--- config.mk ---
export PLATFORM = sky130hd
export DESIGN_NAME = hex_address_value_command_parser
export DESIGN_NICKNAME = d
export VERILOG_FILES = /design/src/design/hvcp_pkg.sv /design/src/design/hex_address_value_command_parser.sv
export SDC_FILE = /design/constraint.sdc
export NUM_CORES = 1
export LEC_CHECK = 0
export ABC_AREA = 1
export BUFFER_PORTS_ARGS = -buffer_cell sky130_fd_sc_hd__buf_2
export CAP_MARGIN = 20
export CORE_MARGIN = 1.5
export CORE_UTILIZATION = 46
export DETAILED_ROUTE_END_ITERATION = 16
export PLACE_DENSITY = 0.69
export SETUP_SLACK_MARGIN = 0.15
export SLEW_MARGIN = 30
export SYNTH_ARGS = -nofsm -noshare
export SYNTH_HDL_FRONTEND = slang
export SYNTH_SLANG_ARGS = --single-unit
--- constraint.sdc ---
create_clock -name clk -period 1.45 [get_ports clk]
set_clock_uncertainty 0.1 [all_clocks]
set_input_delay 0.145 -clock clk [delete_from_list [all_inputs] [get_ports clk]]
set_output_delay 0.145 -clock clk [all_outputs]
set_load 0.03 [all_outputs]
--- src/design/hvcp_pkg.sv ---
package hvcp_pkg;

	localparam int CHAR_W  = 8;
	localparam int ADDR_W  = 10;
	localparam int SUM_W   = 12;
	localparam int BYTE_W  = 8;
	localparam int PHASE_W = 3;
	localparam int CNT_W   = 2;

	localparam logic [PHASE_W-1:0] PH_ADDR   = 3'd0;
	localparam logic [PHASE_W-1:0] PH_VAL_HI = 3'd1;
	localparam logic [PHASE_W-1:0] PH_VAL_LO = 3'd2;
	localparam logic [PHASE_W-1:0] PH_END    = 3'd3;

	localparam logic [CHAR_W-1:0] CH_NUL   = 8'h00;
	localparam logic [CHAR_W-1:0] CH_SPACE = 8'h20;

	localparam logic [CNT_W-1:0] MAX_ADDR_DIGITS = 2'd3;
	localparam logic [3:0] LEAD_MIN = 4'd1;
	localparam logic [3:0] LEAD_MAX = 4'd3;

	typedef struct packed {
		logic       is_hex;
		logic [3:0] val;
	} hex_digit_t;

	function automatic hex_digit_t hex_decode(input logic [CHAR_W-1:0] c);
		hex_digit_t d;
		d.is_hex = 1'b1;
		d.val    = 4'd0;
		if (c >= 8'h30 && c <= 8'h39) begin
			d.val = c[3:0];
		end else if ((c >= 8'h41 && c <= 8'h46) || (c >= 8'h61 && c <= 8'h66)) begin
			d.val = c[3:0] + 4'd9;
		end else begin
			d.is_hex = 1'b0;
		end
		return d;
	endfunction

endpackage

--- src/design/hex_address_value_command_parser.sv ---
// Hex address/value command parser.
// Input channel: in_valid / in_stall / char_code, one ASCII character per
// request. A command is 1..3 hex address digits, a space, two hex value
// digits and a NUL; a 3-digit address must lead with 1, 2 or 3.
// Output channel: out_valid / out_stall / accepted / address / data_byte,
// one request per NUL. address and data_byte are zero unless accepted.
// The result is registered and appears in the cycle after the NUL is taken.
// Throughput: one character per cycle; the parse state is a few registers
// updated by a small decode in the same cycle the character is taken.
// While a result waits under out_stall, non-NUL characters are still
// taken; only a NUL is held off (in_stall) until the output register frees.
// Reset (arst_n low) clears the parse state and drops out_valid; the next
// character starts a new command. Every NUL clears the parse state.
module hex_address_value_command_parser (
	input  logic                            clk,
	input  logic                            arst_n,
	input  logic                            in_valid,
	output logic                            in_stall,
	input  logic [hvcp_pkg::CHAR_W-1:0]     char_code,
	output logic                            out_valid,
	input  logic                            out_stall,
	output logic                            accepted,
	output logic [hvcp_pkg::ADDR_W-1:0]     address,
	output logic [hvcp_pkg::BYTE_W-1:0]     data_byte
);

	logic [hvcp_pkg::PHASE_W-1:0] phase_q, phase_d;
	logic [hvcp_pkg::SUM_W-1:0]   addr_sum_q, addr_sum_d;
	logic [hvcp_pkg::CNT_W-1:0]   digits_q, digits_d;
	logic [hvcp_pkg::BYTE_W-1:0]  byte_sum_q, byte_sum_d;
	logic                         broken_q, broken_d;
	logic                         out_valid_q;
	logic                         take;
	logic                         is_nul;
	logic                         ok;
	hvcp_pkg::hex_digit_t         dig;

	assign is_nul   = (char_code == hvcp_pkg::CH_NUL);
	assign in_stall = out_valid_q && out_stall && is_nul;
	assign take     = in_valid && !in_stall;
	assign dig      = hvcp_pkg::hex_decode(char_code);
	assign ok       = !broken_q && (phase_q == hvcp_pkg::PH_END);
	assign out_valid = out_valid_q;

	always_comb begin
		phase_d    = phase_q;
		addr_sum_d = addr_sum_q;
		digits_d   = digits_q;
		byte_sum_d = byte_sum_q;
		broken_d   = broken_q;
		if (is_nul) begin
			phase_d    = hvcp_pkg::PH_ADDR;
			addr_sum_d = '0;
			digits_d   = '0;
			byte_sum_d = '0;
			broken_d   = 1'b0;
		end else if (!broken_q) begin
			unique case (phase_q)
				hvcp_pkg::PH_ADDR: begin
					if (dig.is_hex) begin
						if (digits_q == hvcp_pkg::MAX_ADDR_DIGITS) begin
							broken_d = 1'b1;
						end else begin
							// third digit: the one now shifting to the top must be 1..3
							if (digits_q == 2'd2 && (addr_sum_q[7:4] < hvcp_pkg::LEAD_MIN ||
									addr_sum_q[7:4] > hvcp_pkg::LEAD_MAX)) begin
								broken_d = 1'b1;
							end
							addr_sum_d = {addr_sum_q[hvcp_pkg::SUM_W-5:0], dig.val};
							digits_d   = digits_q + 2'd1;
						end
					end else if (char_code == hvcp_pkg::CH_SPACE && digits_q != 2'd0) begin
						phase_d = hvcp_pkg::PH_VAL_HI;
					end else begin
						broken_d = 1'b1;
					end
				end
				hvcp_pkg::PH_VAL_HI: begin
					if (dig.is_hex) begin
						byte_sum_d = {dig.val, 4'd0};
						phase_d    = hvcp_pkg::PH_VAL_LO;
					end else begin
						broken_d = 1'b1;
					end
				end
				hvcp_pkg::PH_VAL_LO: begin
					if (dig.is_hex) begin
						byte_sum_d = {byte_sum_q[7:4], dig.val};
						phase_d    = hvcp_pkg::PH_END;
					end else begin
						broken_d = 1'b1;
					end
				end
				default: begin
					broken_d = 1'b1;
				end
			endcase
		end
	end

	always_ff @(posedge clk or negedge arst_n) begin
		if (!arst_n) begin
			phase_q    <= hvcp_pkg::PH_ADDR;
			addr_sum_q <= '0;
			digits_q   <= '0;
			byte_sum_q <= '0;
			broken_q   <= 1'b0;
		end else if (take) begin
			phase_q    <= phase_d;
			addr_sum_q <= addr_sum_d;
			digits_q   <= digits_d;
			byte_sum_q <= byte_sum_d;
			broken_q   <= broken_d;
		end
	end

	always_ff @(posedge clk or negedge arst_n) begin
		if (!arst_n) begin
			out_valid_q <= 1'b0;
		end else if (take && is_nul) begin
			out_valid_q <= 1'b1;
		end else if (!out_stall) begin
			out_valid_q <= 1'b0;
		end
	end

	// result payload, loaded only when a NUL is taken
	always_ff @(posedge clk) begin
		if (take && is_nul) begin
			accepted  <= ok;
			address   <= ok ? addr_sum_q[hvcp_pkg::ADDR_W-1:0] : '0;
			data_byte <= ok ? byte_sum_q : '0;
		end
	end

	a_nul_result: assert property (@(posedge clk) disable iff (!arst_n)
		(take && is_nul) |=> (out_valid && phase_q == hvcp_pkg::PH_ADDR && digits_q == 2'd0
			&& !broken_q))
		else $error("NUL did not produce a result and clear the parse state");

	a_reject_zero: assert property (@(posedge clk) disable iff (!arst_n)
		(out_valid && !accepted) |-> (address == '0 && data_byte == '0))
		else $error("rejected command carries nonzero payload");

	a_addr_phase: assert property (@(posedge clk) disable iff (!arst_n)
		(digits_q == 2'd0) |-> (phase_q == hvcp_pkg::PH_ADDR))
		else $error("value phase reached without any address digit");

	a_hold_result: assert property (@(posedge clk) disable iff (!arst_n)
		(out_valid && out_stall) |=> out_valid)
		else $error("stalled result dropped");

endmodule
==> Yosys cells after proc, flatten, opt, wreduce, memory -nomap -nowiden <==
Index checks and enable logic that the tools add are counted.
{ "word_totals": {"regBits": 44, "output_inout_bits": 21, "word_cells": 97, "inputBits": 12} }
{ "classes": {"eq_ne": 14, "n_mux": 36, "reduce_logical": 27, "n_addsub": 2, "order_cmp": 8} }
{ "ops": {"columns": ["cell", "count"], "rows": [
  ["$mux W10", 5],
  ["$mux W8", 3],
  ["$mux W3", 6],
  ["$ge A8 B7 Y1 const B", 2],
  ["$le A8 B7 Y1 const B", 2],
  ["$pmux W8 S2", 1],
  ["$reduce_and A5 Y1", 3],
  ["$mux W4", 3],
  ["$ne A3 B3 Y1 const B", 4],
  ["$mux W1", 11],
  ["$logic_and A1 B1 Y1", 10],
  ["$mux W2", 5],
  ["$pmux W3 S3", 1],
  ["$eq A8 B6 Y1 const B", 1],
  ["$ge A8 B6 Y1 const B", 1],
  ["$le A8 B6 Y1 const B", 1],
  ["$logic_not A8 Y1", 1],
  ["$reduce_bool A2 Y1", 4],
  ["$reduce_and A7 Y1", 1],
  ["$eq A3 B2 Y1 const B", 2],
  ["$add A4 B4 Y4 const B", 1],
  ["$eq A2 B2 Y1 const B", 2],
  ["$gt A4 B2 Y1 const B", 1],
  ["$lt A4 B1 Y1 const B", 1],
  ["other kinds (11)", 15]
]} }

==> Depth between registers and ports, before layout <==
{ "logic_depth": {"word_depth": 10, "ltp_mapped": 12, "mapped_depth_nobuf": 12} }

==> Worst setup path after synthesis <==
Ideal clock, no wire load.
{ "synth_timing": {"path_type": "reg-to-reg", "startpoint": "register out_valid_q (netlist: out_valid)", "endpoint": "register accepted (enable)", "path_stages_with_launch": 8, "path_buffers": 0, "t_arrival_ns": 1.310, "required_time_ns": 0.976, "slack_ns": -0.334, "cell_sequence": "dfrtp_1 > nand2_1 > inv_1 > nand2_2 > nand2_2 > inv_2 > nand2_1 > inv_1"} }
{ "synth_between": {"elab_chain_len": 5} }
{ "synth_rtl": {"columns": ["element", "line", "source"], "rows": [
  ["from (decl)", "hex_address_value_command_parser.sv:32", "logic out_valid_q;"],
  ["from (signal assigned)", "hex_address_value_command_parser.sv:119", "out_valid_q <= 1'b0;"],
  ["from (signal assigned)", "hex_address_value_command_parser.sv:121", "out_valid_q <= 1'b1;"],
  ["from (signal assigned)", "hex_address_value_command_parser.sv:123", "out_valid_q <= 1'b0;"],
  ["$logic_and A1 B1 Y1 (2 in a row)", "hex_address_value_command_parser.sv:39", "assign in_stall = out_valid_q && out_stall && is_nul;"],
  ["$logic_not A1 Y1", "hex_address_value_command_parser.sv:40", "assign take = in_valid && !in_stall;"],
  ["$logic_and A1 B1 Y1", "hex_address_value_command_parser.sv:40", null],
  ["$logic_and A1 B1 Y1", "hex_address_value_command_parser.sv:129", "if (take && is_nul) begin"],
  ["to (signal assigned)", "hex_address_value_command_parser.sv:130", "accepted <= ok;"],
  ["to (decl)", "hex_address_value_command_parser.sv:22", "output logic accepted,"]
]} }
Every way passes these cells.
A chain may end at the register's enable or synchronous reset.

==> Worst setup path after layout <==
{ "layout_timing": {"startpoint": "register out_valid_q (netlist: out_valid)", "endpoint": "register data_byte[7] (netlist bit) (enable)"} }
{ "layout_between": {"elab_chain_len": 5} }
{ "layout_rtl": {"columns": ["element", "line", "source"], "rows": [
  ["$logic_and A1 B1 Y1 (2 in a row)", "hex_address_value_command_parser.sv:39", null],
  ["$logic_not A1 Y1", "hex_address_value_command_parser.sv:40", null],
  ["$logic_and A1 B1 Y1", "hex_address_value_command_parser.sv:40", null],
  ["$logic_and A1 B1 Y1", "hex_address_value_command_parser.sv:129", null],
  ["to (signal assigned)", "hex_address_value_command_parser.sv:132", "data_byte <= ok ? byte_sum_q : '0;"],
  ["to (decl)", "hex_address_value_command_parser.sv:24", "output logic [hvcp_pkg::BYTE_W-1:0] data_byte"]
]} }
Every way passes these cells.

==> flow_summary.yaml <==
logic_synthesis:
  synth_adder_area_share: 0.0689
  ys_types: 32
  synthXorXnorAreaFrac: 0
  muxShareOfSynthArea: 0
  yosys_warnings: 0
  yosysSeqAreaShare: 0.496
  synth_compound_area_frac: 0.0689
  synth_seq_cells: 43
  syn_area_mm2: 0.00236
  mappedNetlistNets: 284
  avgSynthCellArea_um2: 9.12
  synth-simple-area-share: 0.271
  synth_top_family_by_area: "simple AND/OR/NAND/NOR gates"
  netlist_instances: 259
critical_path:
  crit_path_cell_trace: "nand2_2 > inv_2 > nand2_4 > nand2_4 > inv_4 > nand2_4 > clkinvlp_4 > buf_6 > buf_12 > buf_16"
  worst_ep_required_time_ns: 1.37
  crit_start: "out_valid$_DFFE_PN0P_"
  crit_path_start_kind: "register"
  path_buf_inv: 6
  reg2reg_slack_ns: -0.11
  cp-end-kind: "register"
  crit_cells: 10
  worstReg2RegEnd: "data_byte[7]$_SDFFCE_PN0P_"
  r2r_cells: 10
  reg2reg_from: "out_valid$_DFFE_PN0P_"
  setup.worst_path.class: "reg -> reg"
  crit_end: "data_byte[7]$_SDFFCE_PN0P_"
  slowest_stage: "dfrtp_2"
  crit_arrival_ns: 1.48
  critPathMaxFanout: 5
  critical_path.top_delay_family: "buffers and inverters"
  crit_top_cell: "nand2_4"
  crit_path_max_incr_delay_ns: 0.41
route:
  routed_via_density: 4.77
  dr.pass1.iters: 4
  drc: 0
  wirelength_um: 6060
  drtIter0Drc: 134
  routedWlPerCell_um: 13.8
  vias: 2098
  antenna_left: 0
die:
  boundaryPins: 33
  die_area_mm2: 0.00557
  start_util: 0.487
  die_height_um: 74.6
  fp.coreArea_mm2: 0.00485
  rows: 25
  die_x_um: 74.6
hold_path:
  hold_path.class: "in -> reg"
  hold-path-cell-count: 5
place:
  dpl.hpwl_um: 3630
  gp_congestion: 0.811
  port_buffers: 32
  dp_slack_ns: -0.326
  postPlaceCellArea_mm2: 0.00298
pwr:
  switching_share: 0.335
  power.total_mw: 3.88
  leakagePower_nw: 1.81
  clkPwrFrac: 0.187
  switchingPower_mw: 1.30
  intPower_mw: 2.58
  ir_drop_uv: 698
  p_per_area_mw_per_mm2: 1040
  seqPwrFrac: 0.369
  pwr-share-comb: 0.444
cells_and_area:
  drive_gt1_frac: 0.531
  diodes: 0
  syn2layout_area_growth_pct: 57.5
  postLayoutCellArea_mm2: 0.00372
  nets: 397
  n_fill_cell: 310
  fin_util: 0.767
timing:
  slew_headroom: 0.614
  period_needed_ns: 1.56
  setup_viol: 52
  fin_ws_ns: -0.113
  hold_viol: 0
  fin_crit_sh: 1.08
  maxSlewViolCount: 0
  rsz0062_at_grt: "true"
  tightestPinTransition_ns: 0.579
  max_freq_mhz: 640
run_status:
  status: "complete, but fails checks"
  violations: "negative setup slack"
global_routing:
  grt_pass1_wl_um: 9850
  grt_use_total: 0.243
  grt_max_degree: 25
  grt_pass1_vias: 2166
  antenna_found_initial: 0
  grt-ovfl-total: 0
job:
  drv_cap: 0
cts:
  cts_inserted_buffers: 5
  htreeDepth: 2
  cts_tree: "done"
  path_clk_slew_ns: 0.07
  cts.sinks: 43
  clock_latency_ns: 0.30
  clock-root-buffer: "clkbuf_8"
  clk_path_buf_depth: 2
-- placed cells by master, fill, tap and decap left out, types with 2 or more instances in the layout --
| cell | n |
|---|---|
| buf_12 | 4 |
| clkbuf_8 | 5 |
| ha_4 | 5 |
| nand3_1 | 6 |
| buf_4 | 54 |
| ha_2 | 4 |
| nor2_4 | 7 |
| o21ai_2 | 11 |
| nor2_1 | 36 |
| buf_16 | 3 |
| buf_2 | 29 |
| nand3_4 | 2 |
| edfxtp_1 | 19 |
| nand2_4 | 8 |
| dfrtp_1 | 23 |
| clkinv_1 | 2 |
| nand2_2 | 11 |
| ha_1 | 4 |
| inv_4 | 6 |
| inv_2 | 8 |
| nand2_1 | 35 |
| nand3_2 | 11 |
| bufbuf_16 | 2 |
| o21bai_1 | 2 |
| nor2_2 | 3 |
| clkinv_2 | 2 |
| inv_1 | 29 |
| buf_6 | 15 |
| o21ai_1 | 8 |
| nand4_1 | 5 |
-- cell usage after synthesis --
library cell	count	area share
nand2_1	45	0.072
inv_1	41	0.065
nor2_1	38	0.060
dfrtp_1	24	0.25
edfxtp_1	19	0.24
ha_1	13	0.069
nand3_1	13	0.028
o21ai_1	8	0.017
o21ai_2	8	0.030
nand2_2	6	0.016
nand4_1	5	0.013
o21ai_0	5	0.011
nand3_2	4	0.017
nor2_2	4	0.011
inv_2	3	0.0048
nor2_4	3	0.014
clkbuf_1	2	0.0032
nand2_4	2	0.0095
nand3_4	2	0.015
o21bai_1	2	0.0064
a21oi_1	1	0.0021
buf_12	1	0.0085
buf_2	1	0.0021
buf_6	1	0.0048
clkinv_1	1	0.0016
clkinv_2	1	0.0021
inv_4	1	0.0027
nand3b_1	1	0.0032
nor2_8	1	0.0085
nor2b_1	1	0.0027
nor3_1	1	0.0021
o211ai_1	1	0.0032
-- timing repair --
item                                    CTS  global route
endpoints found under the setup margin   62            63
resized for setup                        45            18
endpoints found under the hold margin    24             0
gates cloned                              7             1
setup buffers                            26             3
pin swaps                                25            21
hold buffers                              1             0
-- worst register-to-register path, delay by kind of cell, from the launching register on --
| kind | cells | cell delay [ns] |
|---|---|---|
| buf+inv | 6 | 0.51 |
| flops | 1 | 0.41 |
| simple gates | 4 | 0.26 |
-- power groups by stage --
stage / Sequential [mW] / Clock, mW / Combinational, mW
final: 1.43 / 0.725 / 1.72
after global routing: 1.44 / 0.786 / 1.88
after CTS: 1.43 / 0.738 / 1.63
after detailed placement: 1.45 / 0 / 1.23
after global placement: 1.45 / 0 / 1.18
after floorplan: 1.46 / 0 / 0.796
-- area by class of cell --
class	instances	area [µm²]	area share
flip-flops and latches	43	1170	0.315
inverters	47	201	0.0542
clock inverters	2	8.76	0.00236
repair buffers	109	982	0.264
clock buffers	6	72.6	0.0195
multi-input cells	166	1200	0.322
well taps	67	83.8	0.0225
-- metrics by stage --
| step | setup TNS [ns] | instances | hold slack, ns |
|---|---|---|---|
| final | -2.65 | 440 | 0.207 |
| after global routing | -7.21 | 440 | 0.209 |
| after CTS | -2.43 | 436 | 0.162 |
| after detailed placement | -12.30 | 394 | 0.0755 |
| after global placement | -11.38 | 394 | 0.0694 |
| after floorplan | -2.23 | 259 | -0.251 |
-- flip-flops by register name, summed over array words and instances (netlist names) --
register / count
accepted: 1
out_valid: 1
data_byte: 8
phase_q: 2
address: 10
addr_sum_q: 10
digits_q: 2
byte_sum_q: 8
broken_q: 1
-- routing by layer --
layer	wire length, µm	track usage	up-vias
li1	-	-	1046
met1	2360	0.269	984
met2	3360	0.443	55
met3	179	0.0455	13
met4	157	0.125	0
met5	0	0	-
-- cell families after synthesis --
logic type	Yosys count
AO/OA/AOI/OAI	25
adder cells (fa/ha/maj)	13
buffers and inverters	52
flip-flops	43
AND/OR/NAND/NOR	126
-- worst min path at each step --
stage | from | to | slack, ns
2_1_floorplan | arst_n | addr_sum_q[0]$_DFFE_PN0P_ | -0.25
3_3_place_gp | arst_n | addr_sum_q[6]$_DFFE_PN0P_ | 0.07
6_report | in_valid | broken_q$_DFFE_PN0P_ | 0.21
3_5_place_dp | arst_n | addr_sum_q[2]$_DFFE_PN0P_ | 0.08
4_1_cts | in_valid | broken_q$_DFFE_PN0P_ | 0.16
5_1_grt | in_valid | broken_q$_DFFE_PN0P_ | 0.21
(Power assumes the default switching activity.)
